`config.mk`:
```
export PLATFORM = sky130hd
export DESIGN_NAME = coordinate_packet_parser_top
export DESIGN_NICKNAME = d
export VERILOG_FILES = /design/src/rtl/cpp_pkg.sv /design/src/rtl/coordinate_packet_parser_top.sv
export VERILOG_INCLUDE_DIRS = /design/src /design/src/rtl
export SDC_FILE = /design/constraint.sdc
export NUM_CORES = 1
export LEC_CHECK = 0
export BUFFER_PORTS_ARGS = -buffer_cell sky130_fd_sc_hd__buf_2
export CORE_MARGIN = 3
export CORE_UTILIZATION = 50
export CTS_CLUSTER_SIZE = 25
export DETAILED_ROUTE_END_ITERATION = 10
export PLACE_DENSITY = 0.67
export SETUP_SLACK_MARGIN = 0.4
export SLEW_MARGIN = 20
export SYNTH_ARGS = -nofsm -noshare
export SYNTH_HDL_FRONTEND = slang
export SYNTH_SLANG_ARGS = --single-unit
```
`constraint.sdc`:
```
create_clock -name aclk -period 13.2 [get_ports aclk]
set_input_delay 2.64 -clock aclk [delete_from_list [all_inputs] [get_ports aclk]]
set_output_delay 2.64 -clock aclk [all_outputs]
set_load 0.005 [all_outputs]
```
`src/rtl/coordinate_packet_parser_top_assert.svh`:
```
// ----------------------------------------------------------------------------
// Coordinate packet parser assertion macros
// Concurrent check macros for the parser; define NO_ASSERTIONS to drop them.
// ----------------------------------------------------------------------------
`ifndef COORDINATE_PACKET_PARSER_TOP_ASSERT_SVH
`define COORDINATE_PACKET_PARSER_TOP_ASSERT_SVH
`ifndef NO_ASSERTIONS
// same-cycle implication
`define CPP_ASSERT_IMP(lbl, clk, rstn, ante, cons) \
    lbl: assert property (@(posedge clk) disable iff (!rstn) (ante) |-> (cons)) \
        else $error("cpp: same-cycle check failed");
// next-cycle implication
`define CPP_ASSERT_NXT(lbl, clk, rstn, ante, cons) \
    lbl: assert property (@(posedge clk) disable iff (!rstn) (ante) |=> (cons)) \
        else $error("cpp: next-cycle check failed");
`else
`define CPP_ASSERT_IMP(lbl, clk, rstn, ante, cons)
`define CPP_ASSERT_NXT(lbl, clk, rstn, ante, cons)
`endif
`endif

```
`src/rtl/cpp_pkg.sv`:
```
// ----------------------------------------------------------------------------
// Coordinate packet parser package
// Defaults, parser state codes, character codes and prefix tables.
// ----------------------------------------------------------------------------
`default_nettype none

package cpp_pkg;

    localparam int CPP_COORD_WIDTH = 16;
    localparam int CPP_MAX_POINTS  = 4;

    localparam int NUM_KINDS = 6;

    localparam logic [3:0] ST_START = 4'd0;
    localparam logic [3:0] ST_BODY  = 4'd8;
    localparam logic [3:0] ST_SEEK  = 4'd9;
    localparam logic [3:0] ST_FIN   = 4'd10;

    localparam logic [2:0] PH_OPEN  = 3'd0;
    localparam logic [2:0] PH_X_PRE = 3'd1;
    localparam logic [2:0] PH_X_SGN = 3'd2;
    localparam logic [2:0] PH_X_DIG = 3'd3;
    localparam logic [2:0] PH_COMMA = 3'd4;
    localparam logic [2:0] PH_Y_PRE = 3'd5;
    localparam logic [2:0] PH_Y_SGN = 3'd6;
    localparam logic [2:0] PH_Y_DIG = 3'd7;

    localparam logic [2:0] KIND_ROI  = 3'd0;
    localparam logic [2:0] KIND_RECT = 3'd4;

    localparam logic EV_COORD  = 1'b0;
    localparam logic EV_STATUS = 1'b1;

    localparam logic [7:0] CH_NUL   = 8'h00;
    localparam logic [7:0] CH_OPEN  = 8'h28;
    localparam logic [7:0] CH_PLUS  = 8'h2B;
    localparam logic [7:0] CH_COMMA = 8'h2C;
    localparam logic [7:0] CH_MINUS = 8'h2D;
    localparam logic [7:0] CH_SPACE = 8'h20;

    function automatic logic [55:0] kind_text(input logic [2:0] k);
        logic [55:0] t;
        case (k)
            3'd0:    t = {"@ROI:", 16'h0000};
            3'd1:    t = {"@RED:", 16'h0000};
            3'd2:    t = "@LASER:";
            3'd3:    t = {"@BLUE:", 8'h00};
            3'd4:    t = {"@RECT:", 8'h00};
            3'd5:    t = {"@LASER", 8'h00};
            default: t = 56'h0;
        endcase
        return t;
    endfunction

    function automatic logic [7:0] kind_char(input logic [2:0] k, input logic [2:0] p);
        logic [55:0] t;
        t = kind_text(k) << (8 * p);
        return t[55:48];
    endfunction

    function automatic logic [2:0] kind_len(input logic [2:0] k);
        logic [2:0] n;
        case (k)
            3'd0:    n = 3'd5;
            3'd1:    n = 3'd5;
            3'd2:    n = 3'd7;
            3'd3:    n = 3'd6;
            3'd4:    n = 3'd6;
            3'd5:    n = 3'd6;
            default: n = 3'd0;
        endcase
        return n;
    endfunction

    function automatic logic is_ws(input logic [7:0] b);
        return (b == CH_SPACE) || (b >= 8'd9 && b <= 8'd13);
    endfunction

    function automatic logic is_digit(input logic [7:0] b);
        return (b >= 8'h30) && (b <= 8'h39);
    endfunction

endpackage

`default_nettype wire

```
`src/rtl/coordinate_packet_parser_top.sv`:
```
// ----------------------------------------------------------------------------
// Coordinate packet parser
// Parses prefixed "(x,y)" text packets byte by byte into coordinate and status events.
// ----------------------------------------------------------------------------
// Input stream: one packet character per transaction in s_tdata[7:0], s_tlast
// on the final byte. Output stream: one transaction per coordinate as it
// converts (m_tuser = 0), and one status transaction at packet end
// (m_tuser = 1, packet_ok in m_tdata). m_tlast marks the last transaction
// caused by one input byte.
// Path: a byte is held in the input register and parsed from there; its
// results are written into the result queue, which drives the master side.
// Throughput: one byte per cycle while the result queue has room. A byte
// that ends a number and the packet at once yields two transactions; the
// two-entry result queue drains them in order, and the parse stage waits
// only if the queue cannot take all results of the byte in hand.
// Reset: synchronous, active low; the parser returns to the start of a
// packet and both the input register and the result queue empty.
// Stall: while m_tready is low the queue holds its entries; once it has no
// room for the results of the byte in hand, s_tready falls and the input
// register holds that byte.
// ----------------------------------------------------------------------------
`default_nettype none

`include "coordinate_packet_parser_top_assert.svh"

module coordinate_packet_parser_top
    import cpp_pkg::*;
#(
    parameter int COORD_WIDTH = CPP_COORD_WIDTH,
    parameter int MAX_POINTS  = CPP_MAX_POINTS
) (
    input  wire logic                   aclk,
    input  wire logic                   aresetn,
    input  wire logic                   s_tvalid,
    output logic                        s_tready,
    input  wire logic [7:0]             s_tdata,   // [7:0] data_byte
    input  wire logic                   s_tlast,   // end_of_packet
    output logic                        m_tvalid,
    input  wire logic                   m_tready,
    // target[2:0], slot[4:3], axis[5], coord_value[COORD_WIDTH+5:6],
    // packet_ok[COORD_WIDTH+6], zero fill above
    output logic [((COORD_WIDTH+14)/8)*8-1:0] m_tdata,
    output logic [0:0]                  m_tuser,   // [0] event_kind
    output logic                        m_tlast    // last_of_run
);

    localparam int CW  = COORD_WIDTH;
    localparam int DW  = ((COORD_WIDTH + 14) / 8) * 8;
    localparam int PCW = $clog2(MAX_POINTS + 1);
    localparam int AW  = CW + 4;

    localparam logic [AW-1:0] MAG_LIMIT = {{4{1'b0}}, 1'b1, {(CW-1){1'b0}}};
    localparam logic [AW-1:0] POS_LIMIT = {{5{1'b0}}, {(CW-1){1'b1}}};

    typedef struct packed {
        logic           kind;
        logic [2:0]     target;
        logic [1:0]     slot;
        logic           axis;
        logic [CW-1:0]  value;
        logic           ok;
        logic           last;
    } result_t;

    function automatic logic [PCW-1:0] points_needed(input logic [2:0] t);
        logic [PCW-1:0] n;
        if (t == KIND_ROI) begin
            n = PCW'(MAX_POINTS);
        end else if (t == KIND_RECT) begin
            n = PCW'(2);
        end else begin
            n = PCW'(1);
        end
        return n;
    endfunction

    function automatic logic [CW-1:0] add_digit(input logic [CW-1:0] acc,
                                                input logic [3:0] d);
        logic [AW-1:0] wide;
        logic [AW-1:0] sum;
        wide = {4'b0000, acc};
        sum  = (wide << 3) + (wide << 1) + {{(AW-4){1'b0}}, d};
        if (sum > MAG_LIMIT) begin
            sum = MAG_LIMIT;
        end
        return sum[CW-1:0];
    endfunction

    function automatic logic [CW-1:0] finish_value(input logic [CW-1:0] mag,
                                                   input logic neg);
        logic [CW-1:0] v;
        if (neg) begin
            v = ~mag + CW'(1);
        end else if ({4'b0000, mag} > POS_LIMIT) begin
            v = POS_LIMIT[CW-1:0];
        end else begin
            v = mag;
        end
        return v;
    endfunction

    logic           in_valid_reg;
    logic [7:0]     in_byte_reg;
    logic           in_eop_reg;

    logic [3:0]     state_reg,  state_next;
    logic [5:0]     alive_reg,  alive_next;
    logic [2:0]     phase_reg,  phase_next;
    logic [2:0]     type_reg,   type_next;
    logic [PCW-1:0] count_reg,  count_next;
    logic [CW-1:0]  acc_reg,    acc_next;
    logic           neg_reg,    neg_next;
    logic           failed_reg, failed_next;

    result_t        q_reg [2];
    result_t        q0_next, q1_next;
    logic [1:0]     out_cnt_reg, out_cnt_next;

    logic           emit;
    logic           emit_axis;
    logic [1:0]     emit_slot;
    logic [CW-1:0]  emit_value;
    logic           status_ok;
    logic [2:0]     status_target;
    logic [5:0]     alive_hit;
    logic [2:0]     top;
    logic           top_found;
    logic [2:0]     pos;
    logic [7:0]     b;
    logic [PCW-1:0] count_inc;

    result_t        coord_res, status_res, r0, r1;
    logic [1:0]     n_res;
    logic [1:0]     free_slots;
    logic [1:0]     base;
    logic           pop;
    logic           proceed;

    always_comb begin
        b           = in_byte_reg;
        pos         = state_reg[2:0];
        state_next  = state_reg;
        alive_next  = alive_reg;
        phase_next  = phase_reg;
        type_next   = type_reg;
        count_next  = count_reg;
        acc_next    = acc_reg;
        neg_next    = neg_reg;
        failed_next = failed_reg;
        emit        = 1'b0;
        emit_axis   = 1'b0;
        emit_slot   = count_reg[1:0];
        emit_value  = '0;
        alive_hit   = '0;
        top         = '0;
        top_found   = 1'b0;
        count_inc   = count_reg + PCW'(1);

        if (state_reg < ST_BODY) begin
            for (int c = 0; c < NUM_KINDS; c++) begin
                alive_hit[c] = alive_reg[c] &
                    !((kind_len(3'(c)) > pos) && (kind_char(3'(c), pos) != b));
            end
            for (int c = NUM_KINDS - 1; c >= 0; c--) begin
                if (alive_hit[c]) begin
                    top       = 3'(c);
                    top_found = 1'b1;
                end
            end
            alive_next = alive_hit;
            if (!top_found) begin
                state_next  = ST_FIN;
                failed_next = 1'b1;
            end else if (kind_len(top) <= pos) begin
                type_next = top;
                if (b == CH_OPEN) begin
                    state_next = ST_BODY;
                    phase_next = PH_X_PRE;
                end else begin
                    state_next  = ST_FIN;
                    failed_next = 1'b1;
                end
            end else if ({1'b0, kind_len(top)} == {1'b0, pos} + 4'd1) begin
                type_next  = top;
                state_next = ST_BODY;
                phase_next = PH_OPEN;
            end else begin
                state_next = state_reg + 4'd1;
            end
        end else begin
            case (state_reg)
                ST_SEEK: begin
                    if (b == CH_OPEN) begin
                        state_next = ST_BODY;
                        phase_next = PH_X_PRE;
                    end else if (b == CH_NUL) begin
                        state_next  = ST_FIN;
                        failed_next = 1'b1;
                    end
                end
                ST_BODY: begin
                    case (phase_reg)
                        PH_OPEN: begin
                            if (b == CH_OPEN) begin
                                phase_next = PH_X_PRE;
                            end else begin
                                state_next  = ST_FIN;
                                failed_next = 1'b1;
                            end
                        end
                        PH_COMMA: begin
                            if (b == CH_COMMA) begin
                                phase_next = PH_Y_PRE;
                            end else begin
                                state_next  = ST_FIN;
                                failed_next = 1'b1;
                            end
                        end
                        PH_X_PRE, PH_Y_PRE: begin
                            if (is_ws(b)) begin
                                phase_next = phase_reg;
                            end else if (b == CH_PLUS || b == CH_MINUS) begin
                                neg_next   = (b == CH_MINUS);
                                phase_next = phase_reg + 3'd1;
                            end else if (is_digit(b)) begin
                                acc_next   = add_digit(acc_reg, b[3:0]);
                                phase_next = phase_reg + 3'd2;
                            end else begin
                                state_next  = ST_FIN;
                                failed_next = 1'b1;
                            end
                        end
                        PH_X_SGN, PH_Y_SGN: begin
                            if (is_digit(b)) begin
                                acc_next   = add_digit(acc_reg, b[3:0]);
                                phase_next = phase_reg + 3'd1;
                            end else begin
                                state_next  = ST_FIN;
                                failed_next = 1'b1;
                            end
                        end
                        PH_X_DIG: begin
                            if (is_digit(b)) begin
                                acc_next = add_digit(acc_reg, b[3:0]);
                            end else begin
                                emit       = 1'b1;
                                emit_axis  = 1'b0;
                                emit_value = finish_value(acc_reg, neg_reg);
                                acc_next   = '0;
                                neg_next   = 1'b0;
                                if (b == CH_COMMA) begin
                                    phase_next = PH_Y_PRE;
                                end else begin
                                    phase_next  = PH_COMMA;
                                    state_next  = ST_FIN;
                                    failed_next = 1'b1;
                                end
                            end
                        end
                        PH_Y_DIG: begin
                            if (is_digit(b)) begin
                                acc_next = add_digit(acc_reg, b[3:0]);
                            end else begin
                                emit       = 1'b1;
                                emit_axis  = 1'b1;
                                emit_value = finish_value(acc_reg, neg_reg);
                                acc_next   = '0;
                                neg_next   = 1'b0;
                                count_next = count_inc;
                                if (count_inc >= points_needed(type_reg)) begin
                                    state_next = ST_FIN;
                                end else if (b == CH_OPEN) begin
                                    phase_next = PH_X_PRE;
                                end else if (b == CH_NUL) begin
                                    state_next  = ST_FIN;
                                    failed_next = 1'b1;
                                end else begin
                                    state_next = ST_SEEK;
                                end
                            end
                        end
                        default: begin
                            phase_next = phase_reg;
                        end
                    endcase
                end
                default: begin
                    state_next = state_reg;
                end
            endcase
        end

        // close a number that runs up to the packet end
        if (in_eop_reg && state_next == ST_BODY &&
            (phase_next == PH_X_DIG || phase_next == PH_Y_DIG)) begin
            emit       = 1'b1;
            emit_axis  = (phase_next == PH_Y_DIG);
            emit_slot  = count_next[1:0];
            emit_value = finish_value(acc_next, neg_next);
            acc_next   = '0;
            neg_next   = 1'b0;
            if (phase_next == PH_Y_DIG) begin
                count_next = count_next + PCW'(1);
                state_next = ST_FIN;
                if (count_next < points_needed(type_next)) begin
                    failed_next = 1'b1;
                end
            end else begin
                state_next  = ST_FIN;
                failed_next = 1'b1;
            end
        end

        status_ok     = (state_next == ST_FIN) && !failed_next;
        status_target = (state_next >= ST_BODY) ? type_next : 3'd0;

        if (in_eop_reg) begin
            state_next  = ST_START;
            alive_next  = '1;
            phase_next  = PH_OPEN;
            type_next   = '0;
            count_next  = '0;
            acc_next    = '0;
            neg_next    = 1'b0;
            failed_next = 1'b0;
        end
    end

    always_comb begin
        coord_res.kind   = EV_COORD;
        coord_res.target = type_reg;
        coord_res.slot   = emit_slot;
        coord_res.axis   = emit_axis;
        coord_res.value  = emit_value;
        coord_res.ok     = 1'b0;
        coord_res.last   = !in_eop_reg;

        status_res.kind   = EV_STATUS;
        status_res.target = status_target;
        status_res.slot   = 2'd0;
        status_res.axis   = 1'b0;
        status_res.value  = '0;
        status_res.ok     = status_ok;
        status_res.last   = 1'b1;

        r0 = emit ? coord_res : status_res;
        r1 = status_res;

        n_res      = {1'b0, emit} + {1'b0, in_eop_reg};
        pop        = m_tvalid && m_tready;
        free_slots = 2'd2 - out_cnt_reg + {1'b0, pop};
        proceed    = in_valid_reg && (n_res <= free_slots);
        base       = out_cnt_reg - {1'b0, pop};

        q0_next = pop ? q_reg[1] : q_reg[0];
        q1_next = q_reg[1];
        if (proceed) begin
            if (base == 2'd0) begin
                q0_next = r0;
                q1_next = r1;
            end else if (base == 2'd1) begin
                q1_next = r0;
            end
        end
        out_cnt_next = base + (proceed ? n_res : 2'd0);
    end

    assign s_tready = !in_valid_reg || proceed;

    always_ff @(posedge aclk) begin
        if (s_tready) begin
            in_byte_reg <= s_tdata;
            in_eop_reg  <= s_tlast;
        end
        q_reg[0] <= q0_next;
        q_reg[1] <= q1_next;
    end

    always_ff @(posedge aclk) begin
        if (!aresetn) begin
            in_valid_reg <= 1'b0;
            out_cnt_reg  <= 2'd0;
            state_reg    <= ST_START;
            alive_reg    <= '1;
            phase_reg    <= PH_OPEN;
            type_reg     <= '0;
            count_reg    <= '0;
            acc_reg      <= '0;
            neg_reg      <= 1'b0;
            failed_reg   <= 1'b0;
        end else begin
            if (s_tready) begin
                in_valid_reg <= s_tvalid;
            end
            out_cnt_reg <= out_cnt_next;
            if (proceed) begin
                state_reg  <= state_next;
                alive_reg  <= alive_next;
                phase_reg  <= phase_next;
                type_reg   <= type_next;
                count_reg  <= count_next;
                acc_reg    <= acc_next;
                neg_reg    <= neg_next;
                failed_reg <= failed_next;
            end
        end
    end

    assign m_tvalid = (out_cnt_reg != 2'd0);
    assign m_tuser  = q_reg[0].kind;
    assign m_tlast  = q_reg[0].last;
    assign m_tdata  = DW'({q_reg[0].ok, q_reg[0].value, q_reg[0].axis,
                           q_reg[0].slot, q_reg[0].target});

    `CPP_ASSERT_IMP(a_queue_depth, aclk, aresetn, 1'b1, out_cnt_reg != 2'd3)
    `CPP_ASSERT_IMP(a_no_overfill, aclk, aresetn, proceed, base + n_res <= 2'd2)
    `CPP_ASSERT_NXT(a_packet_restart, aclk, aresetn, proceed && in_eop_reg,
                    state_reg == ST_START && alive_reg == 6'h3F && count_reg == '0)
    `CPP_ASSERT_NXT(a_fin_sticks, aclk, aresetn,
                    proceed && !in_eop_reg && state_reg == ST_FIN,
                    state_reg == ST_FIN && !emit)

endmodule

`default_nettype wire
```
== Word-level counts from Yosys, hierarchy flattened ==
Memory sizes are Yosys's and may differ from the RTL's.
Cells that the tools add are included.

* Shifts and indexed selects: 6
* Magnitude comparators: 16
* Eq/ne operators: 33
* $add $sub $neg: 15
* Mux-type cells: 156
* Bitwise gates (word level): 8
* Reductions and logical operators: 40

{| class="wikitable"
|+ Operator list
! cell !! count
|-
| 2-to-1 mux 56 bit || 6
|-
| left shift 56 x 6 -> 56 bit || 6
|-
| 2-to-1 mux 16 bit || 18
|-
| 2-to-1 mux 25 bit || 7
|-
| 2-to-1 mux 3 bit || 50
|-
| 2-to-1 mux 4 bit || 17
|-
| inequality test 8 bit || 6
|-
| case mux 16 bit (3 select lines) || 1
|-
| 2-to-1 mux 1 bit || 41
|-
| equality test 8 x 6 -> 1 bit, second input constant || 5
|-
| adder 16 x 1 -> 16 bit, second input constant || 2
|-
| greater-than comparator 16 x 15 -> 1 bit, second input constant || 2
|-
| NOT 16 bit || 2
|-
| equality test 3 bit, second input constant || 9
|-
| case mux 4 bit (6 select lines) || 1
|-
| adder 19 x 17 -> 20 bit || 1
|-
| adder 20 x 4 -> 20 bit || 1
|-
| greater-than comparator 20 x 16 -> 1 bit, second input constant || 1
|-
| case mux 3 bit (6 select lines) || 1
|-
| equality test 4 bit, second input constant || 4
|-
| equality test 3 x 2 -> 1 bit, second input constant || 5
|-
| logical AND 1 bit || 13
|-
| logical NOT 3 bit || 4
|-
| 2-to-1 mux 2 bit || 6
|-
| 38 further kinds || 65
|}

* Output and inout port bits: 28
* Memories kept: 1
* Input port bits: 13
* Flip-flop bits (word level): 49
* Memory bits (writable): 50

{| class="wikitable"
|+ Memory list
! name !! words !! width !! read ports !! clocked after memory_dff !! write ports !! line !! RTL
|-
| q_reg || 2 || 25 || 2 || 0 || 2 || coordinate_packet_parser_top.sv:115 || <nowiki>result_t q_reg [2];</nowiki>
|}

== Logic depth before layout (Yosys ltp) ==
Gate-level depths: netlist (run 1).

* Depth after elaboration: 43
* Mapped depth: 38
* Gate-level depth less buffers: 33

== Worst setup path before layout (run 1) ==
Ideal clock, no wire load.

* Path type: register to output
* Start point: register state_reg[1]
* End point: output s_tready
* Stages on the path, launching flop included: 30
* Path buffers: 3
* Path slack: 4.975 ns
* Data required time: 10.560 ns
* Data arrival time: 5.585 ns
* Cell sequence: dfxtp_1 > buf_2 > inv_1 > ha_1 > buf_2 > a2111oi_0 > o21ai_1 > o31a_1 > a21boi_0 > o21ai_0 > mux2i_1 > and2_1 > ha_1 > inv_1 > a21o_1 > a21oi_1 > a31oi_1 > nor2_1 > a211o_1 > a21o_1 > nand4_1 > nor3_2 > or2_2 > buf_4 > ha_1 > ha_1 > nor2b_1 > o21ai_0 > inv_1 > nand2_1

* Longest elaborated chain between the ends: 31

{| class="wikitable"
|+ RTL lines
! item !! line !! RTL
|-
| start, declared || coordinate_packet_parser_top.sv:106 || <nowiki>logic [3:0] state_reg, state_next;</nowiki>
|-
| start signal, assigned || coordinate_packet_parser_top.sv:397 || <nowiki>state_reg <= state_next;</nowiki>
|-
| left shift 56 x 6 -> 56 bit || cpp_pkg.sv:57 || <nowiki>t = kind_text(k) << (8 * p);</nowiki>
|-
| inequality test 8 bit || coordinate_packet_parser_top.sv:162 || <nowiki>!((kind_len(3'(c)) > pos) && (kind_char(3'(c), pos) != b));</nowiki>
|-
| logical AND 1 bit || coordinate_packet_parser_top.sv:162 ||
|-
| logical NOT 1 bit || coordinate_packet_parser_top.sv:162 ||
|-
| bitwise AND 1 bit || coordinate_packet_parser_top.sv:161 || <nowiki>alive_hit[c] = alive_reg[c] &</nowiki>
|-
| 2-to-1 mux 3 bit (6 in series) || coordinate_packet_parser_top.sv:165 || <nowiki>if (alive_hit[c]) begin</nowiki>
|-
| 2-to-1 mux 3 bit || coordinate_packet_parser_top.sv:159 || <nowiki>if (state_reg < ST_BODY) begin</nowiki>
|-
| equality test 3 bit (tied with other cells) || cpp_pkg.sv:63 || <nowiki>case (k)</nowiki>
|-
| (+10 left out) || - ||
|-
| equality test 4 bit (tied with other cells) || coordinate_packet_parser_top.sv:294 || <nowiki>if (in_eop_reg && state_next == ST_BODY &&</nowiki>
|-
| logical AND 1 bit or logical OR 1 bit (tied branches) || coordinate_packet_parser_top.sv:294, coordinate_packet_parser_top.sv:295 ||
|-
| logical AND 1 bit || coordinate_packet_parser_top.sv:294 ||
|-
| 2-to-1 mux 1 bit (*) || coordinate_packet_parser_top.sv:294 ||
|-
| adder 1 x 1 -> 2 bit (*) || coordinate_packet_parser_top.sv:349 || <nowiki>n_res = {1'b0, emit} + {1'b0, in_eop_reg};</nowiki>
|-
| <= comparator 2 bit (*) || coordinate_packet_parser_top.sv:352 || <nowiki>proceed = in_valid_reg && (n_res <= free_slots);</nowiki>
|-
| logical AND 1 bit (*) || coordinate_packet_parser_top.sv:352 ||
|-
| logical OR 1 bit (*) || coordinate_packet_parser_top.sv:368 || <nowiki>assign s_tready = !in_valid_reg || proceed;</nowiki>
|-
| end, declared || coordinate_packet_parser_top.sv:35 || <nowiki>output logic s_tready,</nowiki>
|}

Every way passes the cells marked *; elsewhere a longest branch is shown, timed or not. The select of a mux whose other input is x is not followed.

== Final worst setup path (run 1) ==
* Start point: register state_reg[2]
* End point: output s_tready

Same word-level chain as after synthesis.

==> run metrics, run 1 <==
worst min path class=register to register; CP most frequent cell=ha_1; GPL Wtd Cong=roughly 0.95; worst skew pair latency=around 0.36 ns; Top Family by Delay on Critical Path=simple AND/OR/NAND/NOR gates; DRT antenna net count=0; chip height=143 um; Seq pwr share=0.392; maxcap violations=0; layout cells sized above 1=0.0922; vias per inst=between 6 and 7; Synth Area per Inst=a little under 8 um2; Die Area=a little over 20000 um2; Multi-input gate area=between 6000 and 7000 um2; WHS=~0.47 ns; die width=143 um; drt total wl=26900 um; skew final=about 0.011 ns; global-route wire length before repair=43700 um; Synth warnings=0; crit-path max FO=slightly above 40; Final Max Tran Viols=0; overflow left after global routing=0; largest net degree at the start of global routing=42; sequential area share after synthesis=0.248; Internal Power=roughly 0.72 mW; Final Cycle Share=0.790; Vias=between 8000 and 9000; hold buffers post-CTS=0; clock sinks=99; Switch Pwr=about 0.43 mW; FF+latch count, synth=99; RSZ-0062 raised after global routing=no; I/O pin count=41; CP max stage delay=around 1.1 ns; cells after synthesis=around 1200; Area Overhead vs Synth=4.09%; TritonCTS Buffers=9; syn nets=1287; setup TNS=0 ns; HPWL after DPL=a little under 20000 um; pre-CTS setup slack=approximately 3.4 ns; root buf cell=clkbuf_16; Core ar.=~18000 um2; H-tree depth=3; number of synthesized flops with an enable pin=34; worst setup margin=~2.8 ns; CP Data Arrival Time=7.79 ns; CP Launch Type=register; Netlist cell types=between 80 and 90; row cnt=49; Comb pwr share=0.345; dpl cells=~1400; Setup Fix Bufs, Post-CTS=0; # DRC=0; max FFs per register=50; Starting Density=0.516; CTS tree=built; Final #Nets=1246; vias in the first global route=~8400; maximum VDD drop=about 0.10 mV; Storage cell area=between 2000 and 2500 um2; leakage=4.00 nW; I/O Buffers=39; ys async rst share=0; clock group share of total power=0.264; PwrDens=about 120 nW/um2; 1st-iter DRT viols=around 770; commonest non-fill, non-tap cell in the layout=nand2_1; R2R Setup Slk=approximately 4.9 ns; Max Clk Rate=~96 MHz; Synth Cell Area=9360 um2; Worst Path Buf+Inv=4; status=complete, no violations; post-route core utilization=0.537; gr usage total=0.264; # fillers=between 1500 and 2000; Slowest-stage cell, CP=dfxtp_1; Switching Fraction=0.375; commonest non-fill, non-tap cells in the layout=nand2_1, a21oi_1, o21ai_0; final setup vio count=0; WL per Instance=about 19 um; WS Path Type=register to output pin; initial antenna violation count=0; Inserted Diodes=0; Pre-antenna DRT Iters=6; Final Non-Filler Cells=between 1000 and 1500; fin crit period=10.43 ns; Main synth FF type=dfxtp_1; Fin. Hold Viols=0; Setup crit end kind=output pin; Max clock buf depth=2; CTS resizes=0; Critical Path RT=between 10 and 15 ns; Worst slew margin=0.261; Clock Pin Slew Worst Setup and Hold Paths=0.07 ns; Worst Tran Pin Value=~1.1 ns
[synth_stat cells (4+ instances only)]
cell	n	area share
a2111oi_0	6	0.0056
a32oi_1	5	0.0047
nand2b_1	12	0.0080
inv_1	37	0.015
edfxtp_1	34	0.11
nand3_1	28	0.015
xnor2_1	20	0.019
o31a_1	9	0.0084
a21o_1	8	0.0064
o31ai_1	15	0.012
o21a_1	10	0.0080
or2_2	8	0.0053
o22ai_1	12	0.0080
mux2_2	12	0.014
mux2i_1	24	0.026
a211o_1	9	0.0084
o221ai_1	7	0.0065
nor2_1	71	0.028
a22o_1	5	0.0047
buf_2	18	0.0096
or3_1	13	0.0087
a211oi_1	6	0.0048
nand2_1	151	0.061
a31oi_1	20	0.013
nor4_1	11	0.0074
o21ai_1	4	0.0021
a21oi_1	91	0.049
a21boi_0	5	0.0040
buf_4	27	0.022
nor2b_1	33	0.022
nor3_1	31	0.017
xor2_1	23	0.022
nand4_1	10	0.0067
and2_1	23	0.015
a22oi_1	23	0.018
clkbuf_1	50	0.020
buf_1	5	0.0020
nor3b_1	6	0.0048
o21ai_0	73	0.039
ha_1	65	0.087
o211ai_1	11	0.0088
and4_1	5	0.0047
and3_1	36	0.024
dfxtp_1	65	0.14
[final cells by class]
class / count / area share
Multi-Input combinational cell: 967 / 0.654
Sequential cell: 99 / 0.238
Tap cell: 229 / 0.0294
Timing Repair Buffer: 51 / 0.0293
Clock buffer: 9 / 0.0231
Inverter: 38 / 0.0146
Clock inverter: 7 / 0.0109
[per-stage QoR]
step | power [mW] | cell area, um2
3_3_place_gp | 0.842 | 9410
5_1_grt | 1.22 | 9740
3_5_place_dp | 0.845 | 9410
4_1_cts | 1.15 | 9740
2_1_floorplan | 0.757 | 9360
6_report | 1.15 | 9740
[layer usage]
metal	wire, um	global-route usage
met4	650	0.0865
met1	12000	0.359
met3	1570	0.0385
met5	0	0
met2	12700	0.434
[power by group through the flow]
stage	clock network [mW]	registers (mW)	logic [mW]
after floorplan	0	0.426	0.331
after global placement	0	0.454	0.388
after detailed placement	0	0.455	0.390
after CTS	0.307	0.449	0.395
after global routing	0.318	0.458	0.443
final	0.302	0.448	0.395
[cell families (layout without fill, tap and decap cells)]
| kind of cell | after synthesis | count (layout) | synth area share |
|---|---|---|---|
| AOI/OAI and AO/OA | 363 | 363 | 0.263 |
| other | 2 | 2 | 0.000802 |
| and+or+nand+nor | 456 | 456 | 0.245 |
| DFF | 99 | 99 | 0.248 |
| adders and majority gates | 67 | 67 | 0.0912 |
| xor gates and xnor gates | 43 | 43 | 0.0402 |
| buffers and inverters | 141 | 105 | 0.0715 |
| muxes | 36 | 36 | 0.0401 |
[worst reg2reg max path, cell delays in order, from the launching register on]
cell	delay, ns
dfxtp_1	1.06
inv_1	0.38
or4_1	0.66
a21oi_1	0.15
a32oi_1	0.19
nand2_1	0.10
a21boi_0	0.07
o21ai_0	0.27
mux2i_1	0.11
and2_1	0.17
ha_1	0.28
nand3b_1	0.17
nor2_1	0.08
o21a_1	0.13
a2111oi_0	0.45
a211o_1	0.19
nand4_1	0.21
nor3_4	0.24
buf_4	0.40
or2_2	0.33
ha_1	0.23
ha_1	0.25
nor2b_1	0.14
o21ai_0	0.33
and2_1	0.50
nand2_1	0.62
and3_1	0.37
a311oi_1	0.19
[worst paths after layout]
path	from	end	cells after the start
setup / recovery	state_reg[2]	s_tready	26
hold / removal	alive_reg[0]	alive_reg[0]	2
setup reg to reg	state_reg[2]	q_reg[0][14]	27
hold reg to reg	alive_reg[0]	alive_reg[0]	2
Note: power is estimated with default switching activity, not from simulation.
==> run 2: changes to the inputs <==
--- a/config.mk
+++ b/config.mk
@@ -6,12 +6,13 @@
 export SDC_FILE = /design/constraint.sdc
 export NUM_CORES = 1
 export LEC_CHECK = 0
+export ABC_AREA = 1
 export BUFFER_PORTS_ARGS = -buffer_cell sky130_fd_sc_hd__buf_2
 export CORE_MARGIN = 3
 export CORE_UTILIZATION = 50
 export CTS_CLUSTER_SIZE = 25
 export DETAILED_ROUTE_END_ITERATION = 10
-export PLACE_DENSITY = 0.67
+export PLACE_DENSITY = 0.69
 export SETUP_SLACK_MARGIN = 0.4
 export SLEW_MARGIN = 20
 export SYNTH_ARGS = -nofsm -noshare
==> constraint.sdc (replaced) <==
create_clock -name aclk -period 8.5 [get_ports aclk]
set_input_delay 1.7 -clock aclk [delete_from_list [all_inputs] [get_ports aclk]]
set_output_delay 1.7 -clock aclk [all_outputs]
set_load 0.005 [all_outputs]
==> run 2 against run 1 <==
Compared with the run above:
- final cell count rose by 23%
- critical path depth increased by 3
- largest cell class unchanged
- critical endpoint unchanged
- critical path type unchanged
- largest power group unchanged
- global-route usage fell by 1.7 points
- setup slack got worse by 1.8 ns
- power grew 58%
==> run metrics, run 2 <==
Clock Pin Slew Worst Setup and Hold Paths=approximately 0.080 ns; maxcap violations=0; Multi-input gate area=between 6000 and 7000 um2; CP max stage delay=approximately 0.66 ns; CTS tree=built; largest family of logic cells by synthesized area=simple AND/OR/NAND/NOR gates; WHS=0.491 ns; root buf cell=clkbuf_16; most frequent cell after synthesis=nand2_1; Fin. Hold Viols=0; Area Overhead vs Synth=4.68%; crit-path max FO=12; HPWL after DPL=19100 um; Main synth FF type=dfxtp_1; clock group share of total power=0.253; R2R Setup Slk=1.27 ns; GPL Wtd Cong=a little over 0.9; worst setup margin=roughly 1 ns; CTS resizes=0; Switching Fraction=0.386; Max Clk Rate=roughly 130 MHz; maximum VDD drop=0.113 mV; post-synthesis mux area share=0; FF+latch count, synth=99; H-tree depth=3; gr usage total=0.248; drt total wl=approximately 25000 um; Final Max Tran Viols=0; post-synthesis adder-cell area fraction=0.0892; 1st-iter DRT viols=635; Worst Tran Pin Value=approximately 0.94 ns; Setup Fix Bufs, Post-CTS=0; sequential area share after synthesis=0.243; initial antenna violation count=0; Synth Area in Simple Gates=0.374; Core ar.=approximately 18000 um2; Internal Power=1.11 mW; Critical Path RT=6.80 ns; Final #Nets=between 1500 and 2000; vias per inst=around 5.5; worst skew pair latency=between 0.3 and 0.4 ns; vias in the first global route=around 8500; clock sinks=99; fin crit period=7.49 ns; Slowest-stage cell, CP=dfxtp_1; CP Data Arrival Time=between 5 and 6 ns; share of the synthesized area in the top cell type=0.182; commonest non-fill, non-tap cells in the layout=nand2_1, inv_1, nand3_1; # fillers=roughly 1900; Die Area=~21000 um2; Synth Cell Area=roughly 9600 um2; status=complete, no violations; Worst Path Buf+Inv=5; CP most frequent cell=nand2_1; hold buffers post-CTS=0; die width=about 140 um; Inserted Diodes=0; number of synthesized flops with an enable pin=34; RSZ-0062 raised after global routing=no; Switch Pwr=about 0.70 mW; layout cells sized above 1=0.0947; synth cell count leaders=nand2_1, inv_1, nand3_1; I/O Buffers=39; WL per Instance=between 10 and 15 um; largest net degree at the start of global routing=36; worst min path class=register to register; Seq pwr share=0.379; largest cells by area after synthesis=nand2_1, dfxtp_1, edfxtp_1; syn nets=about 1600; cell taking the most area after synthesis=nand2_1; Storage cell area=about 2300 um2; PwrDens=181 nW/um2; complex-gate fraction of the synthesized area=0.158; final setup vio count=0; chip height=between 100 and 150 um; commonest non-fill, non-tap cell in the layout=nand2_1; Pre-antenna DRT Iters=5; setup TNS=0 ns; Final Cycle Share=0.881; Worst slew margin=0.374; skew final=0.00777 ns; Synth warnings=0; CP Launch Type=register; Setup crit end kind=output pin; pre-CTS setup slack=around 1.3 ns; cells after synthesis=about 1500; row cnt=between 40 and 50; # DRC=0; max FFs per register=50; Max clock buf depth=2; I/O pin count=~40; Synth Area in XOR/XNOR=0.0229; WS Path Type=register to output pin; Starting Density=0.520; Synth Area per Inst=approximately 6.4 um2; Vias=9400; ys async rst share=0; Netlist cell types=~60; overflow left after global routing=0; Comb pwr share=0.368; TritonCTS Buffers=9; leakage=approximately 4.8 nW; Top Family by Delay on Critical Path=compound AO/OA/AOI/OAI gates; DRT antenna net count=0; global-route wire length before repair=approximately 43000 um
==> run 2: path summary, 6_finish.rpt <==
| kind | to | start | cells past startpoint |
|---|---|---|---|
| hold / removal | count_reg[1] | count_reg[1] | 2 |
| hold reg to reg | count_reg[1] | count_reg[1] | 2 |
| setup / recovery | s_tready | state_reg[1] | 29 |
| setup reg to reg | q_reg[0][9] | state_reg[1] | 37 |
==> run 2: power groups by stage <==
stage          logic, mW  clock network, mW  registers (mW)
3_5_place_dp       0.670                  0           0.698
3_3_place_gp       0.663                  0           0.694
4_1_cts            0.674              0.465           0.688
5_1_grt            0.766              0.489           0.702
6_report           0.667              0.459           0.688
2_1_floorplan      0.570                  0           0.668
==> run 2: layer usage <==
layer	global-route usage	routed length [um]	vias up
met1	0.359	12400	4221
met3	0.0347	1350	34
met5	0	0	-
met4	0.0638	391	0
met2	0.388	11100	255
li1	-	-	4890
==> run 2: cells by family (layout without fill, tap and decap cells) <==
kind of cell	after synthesis	in the layout
AO/OA/AOI/OAI	256	256
XOR/XNOR	25	25
adder cells (fa/ha/maj)	67	67
buffers and inverters	246	236
flip-flops	99	99
other	2	2
AND/OR/NAND/NOR	804	804
==> run 2: layout make-up <==
cell class,instances,share of cell area
clock buffer,12,0.0268
clock inverter,4,0.00525
inverter,173,0.0656
multi-input combinational,1154,0.616
sequential,99,0.232
tap,229,0.0286
timing repair buffer,47,0.0255
==> run 2: worst reg2reg max path: cells and delay by family (launching register included) <==
family / cells / cell delay, ns
AOI/OAI and AO/OA: 6 / 1.37
adders and majority gates: 4 / 1.13
xor gates and xnor gates: 1 / 0.21
DFF: 1 / 0.66
and+or+nand+nor: 18 / 1.83
buffers and inverters: 8 / 1.96
==> run 2: per-stage QoR <==
step            util  area (um2)  std cells  total power [mW]
2_1_floorplan      -        9560       1499              1.24
3_3_place_gp   0.527        9690       1702              1.36
3_5_place_dp   0.527        9690       1702              1.37
4_1_cts        0.544       10000       1718              1.83
5_1_grt        0.544       10000       1718              1.96
6_report       0.544       10000       1718              1.81
==> run 3: changes to the inputs <==
--- a/config.mk
+++ b/config.mk
@@ -12,7 +12,7 @@
 export CORE_UTILIZATION = 50
 export CTS_CLUSTER_SIZE = 25
 export DETAILED_ROUTE_END_ITERATION = 10
-export PLACE_DENSITY = 0.69
+export PLACE_DENSITY = 0.71
 export SETUP_SLACK_MARGIN = 0.4
 export SLEW_MARGIN = 20
 export SYNTH_ARGS = -nofsm -noshare
==> constraint.sdc (replaced) <==
create_clock -name aclk -period 8.6 [get_ports aclk]
set_input_delay 1.72 -clock aclk [delete_from_list [all_inputs] [get_ports aclk]]
set_output_delay 1.72 -clock aclk [all_outputs]
set_load 0.005 [all_outputs]
==> run 3 against run 2 <==
Compared with the run above:
- final area decreased by 0.49%
- utilization decreased by 0.27 points
- combinational power fell by 1%
- hold slack lost 0.0052 ns
- critical path depth unchanged
- via count rose by 0.83%
- register-to-register slack better by 0.49 ns
- die area stayed put
- power down 4.8%
- critical endpoint unchanged
- largest power group unchanged
- non-clock buffer count unchanged
- sequential share of layout area rose by 0.11 points
==> run metrics, run 3 (synthesis gave the netlist of run 2 again) <==
PwrDens=~170 nW/um2; r2r startpoint=state_reg[1]; post-route core utilization=0.542; Slowest-stage cell, CP=dfxtp_1; vias per inst=5.52; clock sinks=99; hold_sp=type_reg[1]; I/O pin count=41; H-tree depth=3; final setup vio count=0; Worst Tran Pin Value=1.02 ns; 1st-iter DRT viols=660; CP most frequent cell=nand2_1; Storage cell area=~2300 um2; CP max stage delay=about 0.63 ns; CTS tree=built; drt total wl=25100 um; Max Clk Rate=~130 MHz; HPWL after DPL=~19000 um; Final Cycle Share=0.862; WS Path Type=register to output pin; Switch Pwr=0.681 mW; setup TNS=0 ns; Final Max Tran Viols=0; chip height=about 140 um; skew final=0.00946 ns; Pre-antenna DRT Iters=6; row cnt=roughly 50; Fin. Hold Viols=0; CTS resizes=0; Register-to-Register Path Depth=36; # DRC=0; global-route wire length before repair=41900 um; CP Launch Type=register; Starting Density=0.520; dpl cells=1702; Setup Fix Bufs, Post-CTS=0; worst skew pair latency=roughly 0.36 ns; Max clock buf depth=2; # fillers=about 1800; maximum VDD drop=about 0.11 mV; Inserted Diodes=0; largest net degree at the start of global routing=35; CP Data Arrival Time=5.69 ns; DRT antenna net count=0; maxcap violations=0; Comb pwr share=0.381; Hold Path End=type_reg[1]; vias in the first global route=roughly 8500; max FFs per register=50; Clock Pin Slew Worst Setup and Hold Paths=around 0.07 ns; Die Area=20800 um2; WL per Instance=between 10 and 15 um; Area Overhead vs Synth=4.17%; commonest non-fill, non-tap cells in the layout=nand2_1, inv_1, nand3_1; Final Non-Filler Cells=1718; RSZ-0062 raised after global routing=no; R2R Setup Slk=about 1.8 ns; crit-path max FO=12; Final #Nets=approximately 1600; Multi-input gate area=a little over 6000 um2; Setup crit end kind=output pin; Internal Power=1.05 mW; reg-to-reg critical path endpoint=q_reg[0][5]; commonest non-fill, non-tap cell in the layout=nand2_1; I/O Buffers=39; Critical Path RT=roughly 6.9 ns; GPL Wtd Cong=between 0.8 and 0.9; initial antenna violation count=0; layout cells sized above 1=0.0934; gr usage total=0.244; clock group share of total power=0.226; Worst slew margin=0.313; Seq pwr share=0.393; root buf cell=clkbuf_16; leakage=4.80 nW; overflow left after global routing=0; Hold Crit Depth=2; status=complete, no violations; fin crit period=7.41 ns; Core ar.=18400 um2; total power=approximately 1.7 mW; TritonCTS Buffers=9; Vias=9478; die width=144 um; worst min path class=register to register; hold buffers post-CTS=0; Switching Fraction=0.394
## run 3: cell types whose count changed in the layout (fill, tap and decap cells not counted)
cell	delta
bufinv_16	-1
clkbuf_1	+1
clkbuf_16	-1
clkbuf_8	-1
clkinv_1	+1
clkinv_2	-1
clkinv_4	+1
clkinvlp_4	+2
inv_2	-1
inv_4	+1
inv_6	-1
## run 3: critical path: cells and delay by family (launching register included)
family / cells / cell delay (ns)
AOI/OAI and AO/OA: 6 / 1.33
xor gates and xnor gates: 1 / 0.21
adders and majority gates: 4 / 1.11
buffers and inverters: 5 / 0.75
DFF: 1 / 0.63
and+or+nand+nor: 13 / 1.29
## run 3: through the flow
| step | hold WS, ns | setup slack [ns] | cell area (um2) |
|---|---|---|---|
| 2_1_floorplan | 0.452 | 2.17 | 9560 |
| 3_3_place_gp | 0.471 | 1.78 | 9690 |
| 3_5_place_dp | 0.471 | 1.64 | 9690 |
| 4_1_cts | 0.482 | 1.21 | 9960 |
| 5_1_grt | 0.521 | 0.577 | 9960 |
| 6_report | 0.486 | 1.19 | 9960 |
## run 3: worst max path at each step
stage | startpoint | to | cells past startpoint
after floorplan | state_reg[1] | q_reg[0][2] | 34
after global placement | state_reg[1] | s_tready | 29
after detailed placement | state_reg[1] | s_tready | 29
after CTS | state_reg[1] | s_tready | 29
after global routing | state_reg[1] | s_tready | 31
final | state_reg[1] | s_tready | 29
## run 3: metal layers
layer  up-vias  track usage  routed length [um]
met5         -            0                   0
met4         0       0.0569                 350
met3        31       0.0324                1560
met2       334        0.389               11100
met1      4229        0.353               12100
li1       4884            -                   -
## run 3: cell type report
type | instances | area share
sequential | 99 | 0.233
inverter | 173 | 0.0659
tap | 229 | 0.0288
timing repair buffer | 47 | 0.0256
clock buffer | 11 | 0.0234
multi-input combinational | 1154 | 0.619
clock inverter | 5 | 0.00389
## run 3: power groups by stage
stage               combinational [mW]  sequential (mW)  clock [mW]
floorplan                        0.563            0.660           0
global placement                 0.656            0.688           0
detailed placement               0.661            0.689           0
CTS                              0.664            0.678       0.395
global route                     0.761            0.693       0.414
finish                           0.658            0.679       0.389
